File: config.mk
export PLATFORM = sky130hd
export DESIGN_NAME = ip_address_text_validator
export DESIGN_NICKNAME = d
export VERILOG_FILES = /design/src/rtl/iatv_pkg.sv /design/src/rtl/iatv_front.sv /design/src/rtl/iatv_queue.sv /design/src/rtl/iatv_back.sv /design/src/rtl/ip_address_text_validator.sv
export VERILOG_INCLUDE_DIRS = /design/src /design/src/rtl
export SDC_FILE = /design/constraint.sdc
export NUM_CORES = 1
export LEC_CHECK = 0
export BUFFER_PORTS_ARGS = -buffer_cell sky130_fd_sc_hd__buf_2
export CORE_UTILIZATION = 45
export CTS_CLUSTER_DIAMETER = 100
export DETAILED_ROUTE_END_ITERATION = 6
export PLACE_DENSITY = 0.67
export SLEW_MARGIN = 20
export SYNTH_ARGS = -nofsm -noshare
export SYNTH_HDL_FRONTEND = slang
export SYNTH_SLANG_ARGS = --single-unit
File: constraint.sdc
create_clock -name clock -period 9.2 [get_ports clock]
set_clock_uncertainty 0.05 [all_clocks]
set_input_delay 0.92 -clock clock [delete_from_list [all_inputs] [get_ports clock]]
set_output_delay 0.92 -clock clock [all_outputs]
set_load 0.03 [all_outputs]
File: src/rtl/ip_address_text_validator_assert.svh
`ifndef IP_ADDRESS_TEXT_VALIDATOR_ASSERT_SVH
`define IP_ADDRESS_TEXT_VALIDATOR_ASSERT_SVH

// same-cycle implication, checked outside reset
`define IATV_ASSERT_IMPLY(label, clk, rst, ante, cons) \
   label: assert property (@(posedge clk) disable iff (rst) (ante) |-> (cons)) \
      else $error("iatv assertion failed");

// next-cycle implication, checked outside reset
`define IATV_ASSERT_NEXT(label, clk, rst, ante, cons) \
   label: assert property (@(posedge clk) disable iff (rst) (ante) |=> (cons)) \
      else $error("iatv assertion failed");

`endif

File: src/rtl/iatv_pkg.sv
package iatv_pkg;

   localparam logic [7:0] CHAR_DOT   = 8'h2E;
   localparam logic [7:0] CHAR_COLON = 8'h3A;
   localparam logic [7:0] CHAR_ZERO  = 8'h30;
   localparam logic [7:0] CHAR_NINE  = 8'h39;
   localparam logic [7:0] CHAR_UA    = 8'h41;
   localparam logic [7:0] CHAR_UF    = 8'h46;
   localparam logic [7:0] CHAR_LA    = 8'h61;
   localparam logic [7:0] CHAR_LF    = 8'h66;

   localparam logic [1:0] VERDICT_NONE = 2'd0;
   localparam logic [1:0] VERDICT_QUAD = 2'd1;
   localparam logic [1:0] VERDICT_HEX  = 2'd2;

   localparam logic [8:0]  QUAD_MAX_VALUE = 9'd255;
   localparam logic [8:0]  QUAD_VALUE_SAT = 9'd256;
   localparam logic [2:0]  QUAD_GROUPS    = 3'd4;
   localparam logic [2:0]  QUAD_GROUP_SAT = 3'd5;
   localparam logic [2:0]  QUAD_DIGIT_MAX = 3'd3;
   localparam logic [2:0]  QUAD_DIGIT_SAT = 3'd4;
   localparam logic [3:0]  HEX_GROUPS     = 4'd8;
   localparam logic [3:0]  HEX_GROUP_SAT  = 4'd9;
   localparam logic [2:0]  HEX_DIGIT_MAX  = 3'd4;
   localparam logic [2:0]  HEX_DIGIT_SAT  = 3'd5;

   typedef struct packed {
      logic       is_dot;
      logic       is_colon;
      logic       is_dec;
      logic       is_hex;
      logic [3:0] digit;
      logic       last;
   } token_type;

endpackage

File: src/rtl/iatv_front.sv
module iatv_front (
   input  logic               clock,
   input  logic               reset,
   input  logic               req_valid,
   output logic               req_ready,
   input  logic [7:0]         req_char_code,
   input  logic               req_last_char,
   output logic               tok_valid,
   input  logic               tok_ready,
   output iatv_pkg::token_type tok
);

   iatv_pkg::token_type tok_ff, tok_in;
   logic                tok_valid_ff, tok_valid_in;

   always_comb begin
      tok_in          = '0;
      tok_in.is_dot   = (req_char_code == iatv_pkg::CHAR_DOT);
      tok_in.is_colon = (req_char_code == iatv_pkg::CHAR_COLON);
      tok_in.is_dec   = req_char_code inside {[iatv_pkg::CHAR_ZERO : iatv_pkg::CHAR_NINE]};
      tok_in.is_hex   = req_char_code inside {[iatv_pkg::CHAR_ZERO : iatv_pkg::CHAR_NINE],
                                              [iatv_pkg::CHAR_UA : iatv_pkg::CHAR_UF],
                                              [iatv_pkg::CHAR_LA : iatv_pkg::CHAR_LF]};
      tok_in.digit    = req_char_code[3:0];
      tok_in.last     = req_last_char;
   end

   assign req_ready = !tok_valid_ff || tok_ready;

   always_comb begin
      tok_valid_in = tok_valid_ff;
      if (req_ready) begin
         tok_valid_in = req_valid;
      end
   end

   always_ff @(posedge clock) begin
      if (reset) begin
         tok_valid_ff <= 1'b0;
      end else begin
         tok_valid_ff <= tok_valid_in;
      end
   end

   always_ff @(posedge clock) begin
      if (req_valid && req_ready) begin
         tok_ff <= tok_in;
      end
   end

   assign tok_valid = tok_valid_ff;
   assign tok       = tok_ff;

endmodule

File: src/rtl/iatv_queue.sv
`include "ip_address_text_validator_assert.svh"

module iatv_queue #(
   parameter int DEPTH = 2
) (
   input  logic                clock,
   input  logic                reset,
   input  logic                push_valid,
   output logic                push_ready,
   input  iatv_pkg::token_type push_tok,
   output logic                pop_valid,
   input  logic                pop_ready,
   output iatv_pkg::token_type pop_tok
);

   localparam int PtrW = (DEPTH > 1) ? $clog2(DEPTH) : 1;
   localparam int CntW = $clog2(DEPTH + 1);
   localparam logic [PtrW-1:0] PtrLast = PtrW'(DEPTH - 1);
   localparam logic [CntW-1:0] CntFull = CntW'(DEPTH);

   iatv_pkg::token_type slot_ff [DEPTH];
   logic [PtrW-1:0]     wr_ptr_ff, wr_ptr_in;
   logic [PtrW-1:0]     rd_ptr_ff, rd_ptr_in;
   logic [CntW-1:0]     count_ff, count_in;
   logic                push, pop;

   assign push_ready = (count_ff != CntFull);
   assign pop_valid  = (count_ff != '0);
   assign push       = push_valid && push_ready;
   assign pop        = pop_valid && pop_ready;
   assign pop_tok    = slot_ff[rd_ptr_ff];

   always_comb begin
      wr_ptr_in = wr_ptr_ff;
      rd_ptr_in = rd_ptr_ff;
      count_in  = count_ff;
      if (push) begin
         wr_ptr_in = (wr_ptr_ff == PtrLast) ? '0 : wr_ptr_ff + 1'b1;
      end
      if (pop) begin
         rd_ptr_in = (rd_ptr_ff == PtrLast) ? '0 : rd_ptr_ff + 1'b1;
      end
      if (push && !pop) begin
         count_in = count_ff + 1'b1;
      end else if (pop && !push) begin
         count_in = count_ff - 1'b1;
      end
   end

   always_ff @(posedge clock) begin
      if (reset) begin
         wr_ptr_ff <= '0;
         rd_ptr_ff <= '0;
         count_ff  <= '0;
      end else begin
         wr_ptr_ff <= wr_ptr_in;
         rd_ptr_ff <= rd_ptr_in;
         count_ff  <= count_in;
      end
   end

   always_ff @(posedge clock) begin
      if (push) begin
         slot_ff[wr_ptr_ff] <= push_tok;
      end
   end

   `IATV_ASSERT_IMPLY(a_count_bound, clock, reset, 1'b1, count_ff <= CntFull)
   `IATV_ASSERT_NEXT(a_count_track, clock, reset, push && !pop, count_ff == $past(count_ff) + 1'b1)

endmodule

File: src/rtl/iatv_back.sv
`include "ip_address_text_validator_assert.svh"

module iatv_back (
   input  logic                clock,
   input  logic                reset,
   input  logic                tok_valid,
   output logic                tok_ready,
   input  iatv_pkg::token_type tok,
   output logic                rsp_valid,
   input  logic                rsp_ready,
   output logic [1:0]          rsp_verdict
);

   logic       dot_seen_ff, dot_seen_in;
   logic       colon_seen_ff, colon_seen_in;
   logic       quad_ok_ff, quad_ok_in;
   logic [2:0] quad_groups_ff, quad_groups_in;
   logic [2:0] quad_digits_ff, quad_digits_in;
   logic [8:0] quad_value_ff, quad_value_in;
   logic       quad_first_zero_ff, quad_first_zero_in;
   logic       hex_ok_ff, hex_ok_in;
   logic [3:0] hex_groups_ff, hex_groups_in;
   logic [2:0] hex_digits_ff, hex_digits_in;
   logic       rsp_valid_ff, rsp_valid_in;
   logic [1:0] rsp_verdict_ff, rsp_verdict_in;
   logic       take;

   assign tok_ready = !rsp_valid_ff || rsp_ready;
   assign take      = tok_valid && tok_ready;

   always_comb begin
      logic [11:0] acc;
      logic [1:0]  verdict;

      dot_seen_in        = dot_seen_ff;
      colon_seen_in      = colon_seen_ff;
      quad_ok_in         = quad_ok_ff;
      quad_groups_in     = quad_groups_ff;
      quad_digits_in     = quad_digits_ff;
      quad_value_in      = quad_value_ff;
      quad_first_zero_in = quad_first_zero_ff;
      hex_ok_in          = hex_ok_ff;
      hex_groups_in      = hex_groups_ff;
      hex_digits_in      = hex_digits_ff;
      acc                = {quad_value_ff, 3'b000} + {2'b00, quad_value_ff, 1'b0}
                           + {8'h00, tok.digit};
      verdict            = iatv_pkg::VERDICT_NONE;

      if (tok.is_dot) begin
         dot_seen_in = 1'b1;
      end
      if (tok.is_colon) begin
         colon_seen_in = 1'b1;
      end

      // dotted-quad reading
      if (tok.is_dot) begin
         if (quad_digits_in == '0 || quad_value_in > iatv_pkg::QUAD_MAX_VALUE) begin
            quad_ok_in = 1'b0;
         end
         if (quad_groups_in < iatv_pkg::QUAD_GROUP_SAT) begin
            quad_groups_in = quad_groups_in + 1'b1;
         end
         quad_digits_in     = '0;
         quad_value_in      = '0;
         quad_first_zero_in = 1'b0;
      end else if (tok.is_dec) begin
         if (quad_digits_ff == '0) begin
            quad_first_zero_in = (tok.digit == '0);
         end else if (quad_first_zero_ff) begin
            quad_ok_in = 1'b0;
         end
         if (quad_digits_ff < iatv_pkg::QUAD_DIGIT_SAT) begin
            quad_digits_in = quad_digits_ff + 1'b1;
         end
         if (quad_digits_in > iatv_pkg::QUAD_DIGIT_MAX) begin
            quad_ok_in = 1'b0;
         end
         quad_value_in = (acc > {3'b000, iatv_pkg::QUAD_VALUE_SAT}) ?
                         iatv_pkg::QUAD_VALUE_SAT : acc[8:0];
      end else begin
         quad_ok_in = 1'b0;
      end

      // colon-hex reading
      if (tok.is_colon) begin
         if (hex_digits_in == '0) begin
            hex_ok_in = 1'b0;
         end
         if (hex_groups_in < iatv_pkg::HEX_GROUP_SAT) begin
            hex_groups_in = hex_groups_in + 1'b1;
         end
         hex_digits_in = '0;
      end else if (tok.is_hex) begin
         if (hex_digits_ff < iatv_pkg::HEX_DIGIT_SAT) begin
            hex_digits_in = hex_digits_ff + 1'b1;
         end
         if (hex_digits_in > iatv_pkg::HEX_DIGIT_MAX) begin
            hex_ok_in = 1'b0;
         end
      end else begin
         hex_ok_in = 1'b0;
      end

      // end of string: close open groups and judge
      if (tok.last) begin
         if (quad_digits_in == '0 || quad_value_in > iatv_pkg::QUAD_MAX_VALUE) begin
            quad_ok_in = 1'b0;
         end
         if (quad_groups_in < iatv_pkg::QUAD_GROUP_SAT) begin
            quad_groups_in = quad_groups_in + 1'b1;
         end
         if (hex_digits_in == '0) begin
            hex_ok_in = 1'b0;
         end
         if (hex_groups_in < iatv_pkg::HEX_GROUP_SAT) begin
            hex_groups_in = hex_groups_in + 1'b1;
         end
         if (dot_seen_in) begin
            if (quad_ok_in && quad_groups_in == iatv_pkg::QUAD_GROUPS) begin
               verdict = iatv_pkg::VERDICT_QUAD;
            end
         end else if (colon_seen_in) begin
            if (hex_ok_in && hex_groups_in == iatv_pkg::HEX_GROUPS) begin
               verdict = iatv_pkg::VERDICT_HEX;
            end
         end
         dot_seen_in        = 1'b0;
         colon_seen_in      = 1'b0;
         quad_ok_in         = 1'b1;
         quad_groups_in     = '0;
         quad_digits_in     = '0;
         quad_value_in      = '0;
         quad_first_zero_in = 1'b0;
         hex_ok_in          = 1'b1;
         hex_groups_in      = '0;
         hex_digits_in      = '0;
      end

      rsp_valid_in   = rsp_valid_ff && !rsp_ready;
      rsp_verdict_in = rsp_verdict_ff;
      if (take && tok.last) begin
         rsp_valid_in   = 1'b1;
         rsp_verdict_in = verdict;
      end
   end

   always_ff @(posedge clock) begin
      if (reset) begin
         dot_seen_ff        <= 1'b0;
         colon_seen_ff      <= 1'b0;
         quad_ok_ff         <= 1'b1;
         quad_groups_ff     <= '0;
         quad_digits_ff     <= '0;
         quad_value_ff      <= '0;
         quad_first_zero_ff <= 1'b0;
         hex_ok_ff          <= 1'b1;
         hex_groups_ff      <= '0;
         hex_digits_ff      <= '0;
         rsp_valid_ff       <= 1'b0;
      end else begin
         if (take) begin
            dot_seen_ff        <= dot_seen_in;
            colon_seen_ff      <= colon_seen_in;
            quad_ok_ff         <= quad_ok_in;
            quad_groups_ff     <= quad_groups_in;
            quad_digits_ff     <= quad_digits_in;
            quad_value_ff      <= quad_value_in;
            quad_first_zero_ff <= quad_first_zero_in;
            hex_ok_ff          <= hex_ok_in;
            hex_groups_ff      <= hex_groups_in;
            hex_digits_ff      <= hex_digits_in;
         end
         rsp_valid_ff <= rsp_valid_in;
      end
   end

   always_ff @(posedge clock) begin
      rsp_verdict_ff <= rsp_verdict_in;
   end

   assign rsp_valid   = rsp_valid_ff;
   assign rsp_verdict = rsp_verdict_ff;

   `IATV_ASSERT_NEXT(a_clear_after_last, clock, reset, take && tok.last, quad_groups_ff == '0 && hex_groups_ff == '0 && !dot_seen_ff && !colon_seen_ff)
   `IATV_ASSERT_IMPLY(a_verdict_code, clock, reset, rsp_valid_ff, rsp_verdict_ff != 2'd3)

endmodule

File: src/rtl/ip_address_text_validator.sv
// channel   beat holds                        handshake
// req       req_char_code, req_last_char      req_valid / req_ready
// rsp       rsp_verdict                       rsp_valid / rsp_ready
//
// one character per clock sustained while rsp is not stalled
// a verdict passes the classify register, one queue slot and the result register
// synchronous active-high reset clears the classify valid flag, the queue, the string state and the result valid flag
// a stalled rsp fills the result register, then the queue, then the classify stage

module ip_address_text_validator #(
   parameter int QUEUE_DEPTH = 2
) (
   input  logic       clock,
   input  logic       reset,
   input  logic       req_valid,
   output logic       req_ready,
   input  logic [7:0] req_char_code,
   input  logic       req_last_char,
   output logic       rsp_valid,
   input  logic       rsp_ready,
   output logic [1:0] rsp_verdict
);

   iatv_pkg::token_type front_tok, back_tok;
   logic                front_valid, front_ready;
   logic                back_valid, back_ready;

   iatv_front u_front (
      .clock         (clock),
      .reset         (reset),
      .req_valid     (req_valid),
      .req_ready     (req_ready),
      .req_char_code (req_char_code),
      .req_last_char (req_last_char),
      .tok_valid     (front_valid),
      .tok_ready     (front_ready),
      .tok           (front_tok)
   );

   iatv_queue #(
      .DEPTH (QUEUE_DEPTH)
   ) u_queue (
      .clock      (clock),
      .reset      (reset),
      .push_valid (front_valid),
      .push_ready (front_ready),
      .push_tok   (front_tok),
      .pop_valid  (back_valid),
      .pop_ready  (back_ready),
      .pop_tok    (back_tok)
   );

   iatv_back u_back (
      .clock       (clock),
      .reset       (reset),
      .tok_valid   (back_valid),
      .tok_ready   (back_ready),
      .tok         (back_tok),
      .rsp_valid   (rsp_valid),
      .rsp_ready   (rsp_ready),
      .rsp_verdict (rsp_verdict)
   );

endmodule
==> key figures, run 1 <==
Run status
  • Outcome: complete, no violations

Flow run
  • # Max-Cap Violations: 0

Detailed routing
  • Total number of vias: 2828
  • First-pass detailed-route iteration total: 4
  • Starting DRT DRC Count: 155
  • # DRC: 0
  • Final ANT Viol Nets: 0
  • Vias/cell: 5.66
  • WL final: 7.02 mm
  • Routed WL per cell: 14.0 um

Global routing
  • Initial antenna violation count: 0
  • Total track usage: 18.3%
  • Number of global-route vias before repair: 2774
  • Largest net degree at the start of global routing: 30
  • Global route total overflow: 0
  • First-pass GRT wire length: 12.5 mm

Worst setup path
  • Setup crit start kind: register
  • Critical-path top delay cell: dfxtp_1
  • Crit Path Class: reg -> reg
  • CP max FO: 13
  • Critical path's largest stage delay: 690 ps
  • Worst endpoint required time: 9420 ps
  • Critical path capture point type: register
  • Crit path cell chain: mux2_2 -> ha_1 -> ha_1 -> inv_1 -> fa_1 -> inv_1 -> or3_1 -> a211o_1 -> or4_4 -> a2111oi_4 -> a22o_1
  • CP arrival: 4340 ps

Synth
  • Ys Warns: 0
  • #FFs+latches synth: 63
  • Post-synth cell types: 64
  • Avg Synthesized Cell Area: 9.69 um^2
  • Area share of the largest cell type after synthesis: 23.8%
  • Seq/Total Area, Yosys: 42.4%
  • Synth Instances: 378
  • Post-synth ARST share: 0%
  • Post-Synthesis Cell Area: 3660 um^2
  • Largest cells by area after synthesis: edfxtp_1, dfxtp_1, ha_1
  • EDFF count, synth: 29
  • Net count after synthesis: 421
  • Main synth FF type: dfxtp_1
  • Synth area leader: edfxtp_1

Timing
  • Setup TNS: 0 ps
  • Final-report setup violation count: 0
  • Min Tclk post-route: 4120 ps
  • Final worst slack: 5080 ps
  • Tcrit/Tclk final: 44.8%
  • Slew Limit Fails: 0
  • Rel. slew slack: 50.6%
  • Final hold viol count: 0
  • Slew at the pin with the worst max-slew slack: 738 ps
  • RSZ-0062 raised after global routing: false
  • Fmax: 0.243 GHz

Worst hold path
  • Hold crit path type: reg -> reg

Die
  • # IOs: 17
  • Row Count: 32
  • Initial Utilization: 46.9%
  • Horiz. Die Dim: 92.2 um
  • Core footprint: 7810 um^2
  • Chip Height: 92.2 um
  • Die area: 8500 um^2

Final layout
  • Final non-filler cell total: 500
  • Final layout net count: 436
  • Share of cells above drive strength 1: 12.3%
  • FF/Latch Area: 1550 um^2
  • Area of the multi-input gates: 1970 um^2
  • Fillers: 727
  • Design area: 4020 um^2
  • ANT cells: 0
  • Post-Route Utilization: 51.4%
  • Layout Area Growth over Synthesis: 9.71%

Clock network
  • CTS tree: done
  • CTS resizes: 0
  • H-tree depth: 3
  • # hold bufs at CTS: 0
  • Clk sinks: 63
  • Root buffer cell: clkbuf_8
  • CTS Buffer Depth: 2
  • Clock transition at path regs: 70 ps
  • Postcts setup bufs: 0
  • Worst skew pair latency: 330 ps
  • Num CTS Buffers: 9

Place
  • Number of buffers added on ports: 16
  • DP Area: 3810 um^2
  • Post-Place Setup Slack: 5050 ps
  • RePlAce Congestion: 0.823
  • Dpl hpwl: 5.14 mm
  • Inst Count DP: 484

Power and ir drop
  • Cell Pwr Density: 219 nW/um^2
  • Peak supply drop: 0.174 mV
  • Static leakage: 1.55 nW
sequential cells by signal (all words and copies together), names as in the netlist, 2 cells and up, named ones only:
signal / flops
u_back.hex_digits_ff: 3
u_back.quad_digits_ff: 3
u_back.hex_groups_ff: 4
u_back.rsp_verdict: 2
u_back.quad_value_ff: 9
u_queue.slot_ff: 18
u_back.quad_groups_ff: 3
u_front.tok: 9
u_queue.count_ff: 2
final timing paths:
check                 startpoint                       to  slack [ps]  cells past startpoint
hold reg to reg   u_front.tok[5]    u_queue.slot_ff[0][5]         400                      0
setup reg to reg        register  u_back.quad_value_ff[2]        5080                     11
setup / recovery        register  u_back.quad_value_ff[2]        5080                     11
hold / removal    u_front.tok[5]    u_queue.slot_ff[0][5]         400                      0
metal layers:
metal | up-vias | part of all wire (%) | track usage (%)
li1 | 1441 | - | -
met1 | 1316 | 48 | 23.2
met2 | 61 | 48 | 31.1
met3 | 10 | 3.1 | 2.99
met4 | 0 | 1.4 | 6.77
met5 | - | 0 | 0
cells by family after synthesis:
kind of cell	after synthesis	synth area share [%]
muxes	12	3.55
buffers and inverters	36	3.93
adders and majority gates	30	10.7
DFF	63	42.4
xor gates and xnor gates	8	1.91
and+or+nand+nor	133	18.6
AOI/OAI and AO/OA	96	19.0
critical path: cells and delay by family (launching register included):
| kind | cells | cell delay [ps] |
|---|---|---|
| AOI/OAI and AO/OA | 3 | 1000 |
| DFF | 1 | 690 |
| adders and majority gates | 3 | 960 |
| buffers and inverters | 2 | 120 |
| muxes | 1 | 410 |
| and+or+nand+nor | 2 | 840 |
stage by stage:
| stage | power [mW] | hold slack (ps) |
|---|---|---|
| global route | 0.939 | 415 |
| CTS | 0.886 | 398 |
| global placement | 0.634 | 374 |
| detailed placement | 0.642 | 383 |
| finish | 0.882 | 395 |
| floorplan | 0.580 | 371 |
synth_stat cells, drive strengths merged (3+ instances only):
cell type and count:
a2111oi 3, a211o 4, a211oi 8, a21oi 26, a22o 7, a22oi 6, a31oi 3, and2 3
buf 6, clkbuf 6, dfxtp 34, edfxtp 29, ha 28, inv 23, mux2 5, mux2i 7
nand2 21, nand2b 10, nand3 12, nand3b 4, nand4 3, nor2 39, nor2b 5, nor3 16
nor4 5, o211ai 3, o21ai 17, o311ai 3, or3 3, xnor2 4, xor2 4
placed cells by master, fill, tap and decap left out, types with 5 or more instances in the layout:
cell type  instances
nor3_1            16
dfxtp_1           34
nand3_1           12
a21oi_1           26
nor2b_1            5
a22oi_1            6
inv_1             23
mux2_2             5
nor4_1             5
nand2b_1          10
ha_1              28
clkbuf_8          11
o21ai_0           15
a22o_1             6
mux2i_1            6
edfxtp_1          29
buf_2             16
nor2_1            38
a211oi_1           6
nand2_1           21
power by group:
group | total, mW | internal, mW | switching, mW
Clock | 0.244 | 0.140 | 0.104
Sequential | 0.361 | 0.329 | 0.0315
Combinational | 0.277 | 0.104 | 0.173
layout make-up:
type                            instances  share of cell area [%]
Clock buffer                           13                    3.96
Sequential cell                        63                    38.6
Clock inverter                          3                    1.06
Timing Repair Buffer                   16                    1.99
Inverter                               24                    2.24
Multi-Input combinational cell        279                    48.9
Tap cell                              102                    3.18
Note: power is estimated with default switching activity, not from simulation.
==> inputs of run 2 (changes only) <==
clock period = 3.8 ns   (was 9.2 ns; I/O delays follow)
==> run 2 against run 1 <==
Cell count rose by 0.20%. First-iteration DRC count rose by 18%. Largest power group unchanged. Utilization barely moved. Highest routed layer unchanged. Combinational power rose by 150%. Die area did not move. Non-clock buffer count rose by 1. Clock power rose by 130%. Critical path depth did not move. Global-route usage fell by 0.62 points. Worst hold slack got worse by 220 ps. Routed wire length fell by 1.9%.
==> key figures, run 2 (synthesized netlist as in run 1, its figures left out) <==
Timing
  • Slew at the pin with the worst max-slew slack: 739 ps (+0.813 ps)
  • Min Tclk post-route: 3600 ps (-514 ps)
  • Slew Limit Fails: 0 (unchanged)
  • RSZ-0062 raised after global routing: false
  • Worst hold slack: 179 ps (-217 ps)
  • Final worst slack: 196 ps (-4890 ps)
  • Setup TNS: 0 ps (unchanged)
  • Fmax: 0.278 GHz (+14%)
  • Rel. slew slack: 50.6% (-0.054 points)
  • Tcrit/Tclk final: 94.8% (+50 points)
  • Final hold viol count: 0 (unchanged)
  • Final-report setup violation count: 0 (unchanged)

Worst setup path
  • Critical path capture point type: register
  • Setup crit start kind: register
  • CP max FO: 5 (-8)
  • CP arrival: 3820 ps (-520 ps)
  • Worst endpoint required time: 4020 ps (-5400 ps)
  • Worst R2R Path Depth: 11 (unchanged)
  • Setup slack on the worst flop-to-flop path: 200 ps (-4890 ps)
  • FF-to-FF End: u_back.quad_value_ff[4]
  • Crit Path Class: reg -> reg

Final layout
  • Final non-filler cell total: 501 (+0.20%)
  • ANT cells: 0 (unchanged)
  • Fillers: 714 (-1.8%)
  • Largest Register: u_queue.slot_ff
  • Layout Area Growth over Synthesis: 9.64% (about the same)
  • Final layout net count: 437 (+0.23%)
  • Commonest non-fill, non-tap cell in the layout: nor2_1
  • Most frequent cells in the layout: nor2_1, dfxtp_1, edfxtp_1
  • Share of cells above drive strength 1: 13.0% (+0.72 points)
  • Design area: 4010 um^2 (about the same)
  • Post-Route Utilization: 51.4% (about the same)
  • Largest register FFs: 18 (unchanged)

Die
  • Chip Height: 92.2 um (unchanged)
  • # IOs: 17 (unchanged)
  • Horiz. Die Dim: 92.2 um (unchanged)
  • Initial Utilization: 46.9% (unchanged)
  • Die area: 8500 um^2 (unchanged)
  • Core footprint: 7810 um^2 (unchanged)
  • Row Count: 32 (unchanged)

Clock network
  • CTS Buffer Depth: 2 (unchanged)
  • Worst skew pair latency: 330 ps (about the same)
  • Postcts setup bufs: 0 (unchanged)
  • Clock transition at path regs: 70 ps (about the same)
  • Root buffer cell: clkbuf_8
  • Num CTS Buffers: 9 (unchanged)
  • Clk sinks: 63 (unchanged)
  • H-tree depth: 3 (unchanged)
  • CTS tree: done

Global routing
  • Largest net degree at the start of global routing: 30 (unchanged)
  • GR Util met2: 29.2% (-1.9 points)
  • Global route total overflow: 0 (unchanged)
  • Most used routing layer: met2
  • Total track usage: 17.6% (-0.62 points)
  • Met3 Use GR: 2.65% (-0.33 points)
  • First-pass GRT wire length: 12.0 mm (-3.4%)
  • Number of global-route vias before repair: 2652 (-4.4%)
  • Initial antenna violation count: 0 (unchanged)
  • Routing usage on met1: 23.5% (+0.35 points)

Worst hold path
  • Hold crit path type: in -> reg
  • WHS Endpoint: u_front.tok[0]
  • Worst hold start: req_last_char
  • Min-Delay Path Depth: 1 (+1)

Detailed routing
  • Final ANT Viol Nets: 0 (unchanged)
  • Starting DRT DRC Count: 183 (+18%)
  • First-pass detailed-route iteration total: 4 (unchanged)
  • Total number of vias: 2805 (-0.81%)
  • # DRC: 0 (unchanged)
  • Vias/cell: 5.60 (-1.0%)
  • WL final: 6.89 mm (-1.9%)
  • Routed WL per cell: 13.8 um (-2.0%)

Place
  • Dpl hpwl: 5.18 mm (+0.80%)
  • Post-Place Setup Slack: 99.6 ps (-4950 ps)
  • DP Area: 3820 um^2 (+0.20%)
  • Number of buffers added on ports: 16 (unchanged)
  • Inst Count DP: 485 (+0.21%)
  • RePlAce Congestion: 0.825 (+0.23%)

Power and ir drop
  • Cell Pwr Density: 523 nW/um^2 (+140%)
  • Peak supply drop: 0.334 mV (+92%)
  • Pwr Total: 2.10 mW (+140%)
  • Static leakage: 1.54 nW (-0.14%)

Run status
  • Outcome: complete, no violations

Flow run
  • # Max-Cap Violations: 0 (unchanged)
run 2: cell count changes in the layout (fill, tap and decap cells not counted), sizes merged:
cell	before	now
buf	16	17
clkbuf	13	9
clkinv	2	6
run 2: cell type report:
cell class / instances / area (um^2) / share of cell area [%]
inverter: 24 / 90.1 / 2.24
sequential: 63 / 1550 / 38.7
clock buffer: 9 / 124 / 3.09
tap: 102 / 128 / 3.18
multi-input combinational: 279 / 1970 / 49.0
clock inverter: 7 / 63.8 / 1.59
timing repair buffer: 17 / 87.6 / 2.18
run 2: power breakdown:
part	switching (mW)	internal, mW	total [mW]
combinational	0.435	0.258	0.692
clock	0.253	0.297	0.550
sequential	0.0606	0.798	0.859
total	0.748	1.35	2.10
run 2: worst max-delay path, stage by stage (launching register included):
cell,delay [ps]
dfxtp_2,350
mux2_2,350
ha_1,290
ha_2,200
inv_1,60
fa_1,470
inv_1,50
or3_1,340
a211o_1,270
or4_4,490
a2111oi_4,420
a32o_1,210
run 2: metal layers:
| layer | wire [um] | vias up |
|---|---|---|
| met4 | 81 | 0 |
| met1 | 3290 | 1299 |
| met3 | 217 | 9 |
| met2 | 3310 | 51 |
| li1 | - | 1446 |
| met5 | 0 | - |
run 2: how the worst max path moves through the flow:
stage / endpoint / from / cells after the start
finish: u_back.quad_value_ff[4] / register / 11
global route: u_back.quad_value_ff[4] / register / 11
CTS: u_back.quad_value_ff[4] / register / 11
detailed placement: u_back.quad_value_ff[4] / register / 11
global placement: u_back.quad_value_ff[4] / register / 11
floorplan: u_back.quad_value_ff[4] / register / 13
run 2: repair_timing:
item	in CTS	in global routing
endpoints found under the setup margin	0	5
resized for setup	0	2
hold endpoints to repair	0	0
hold buffers	0	0
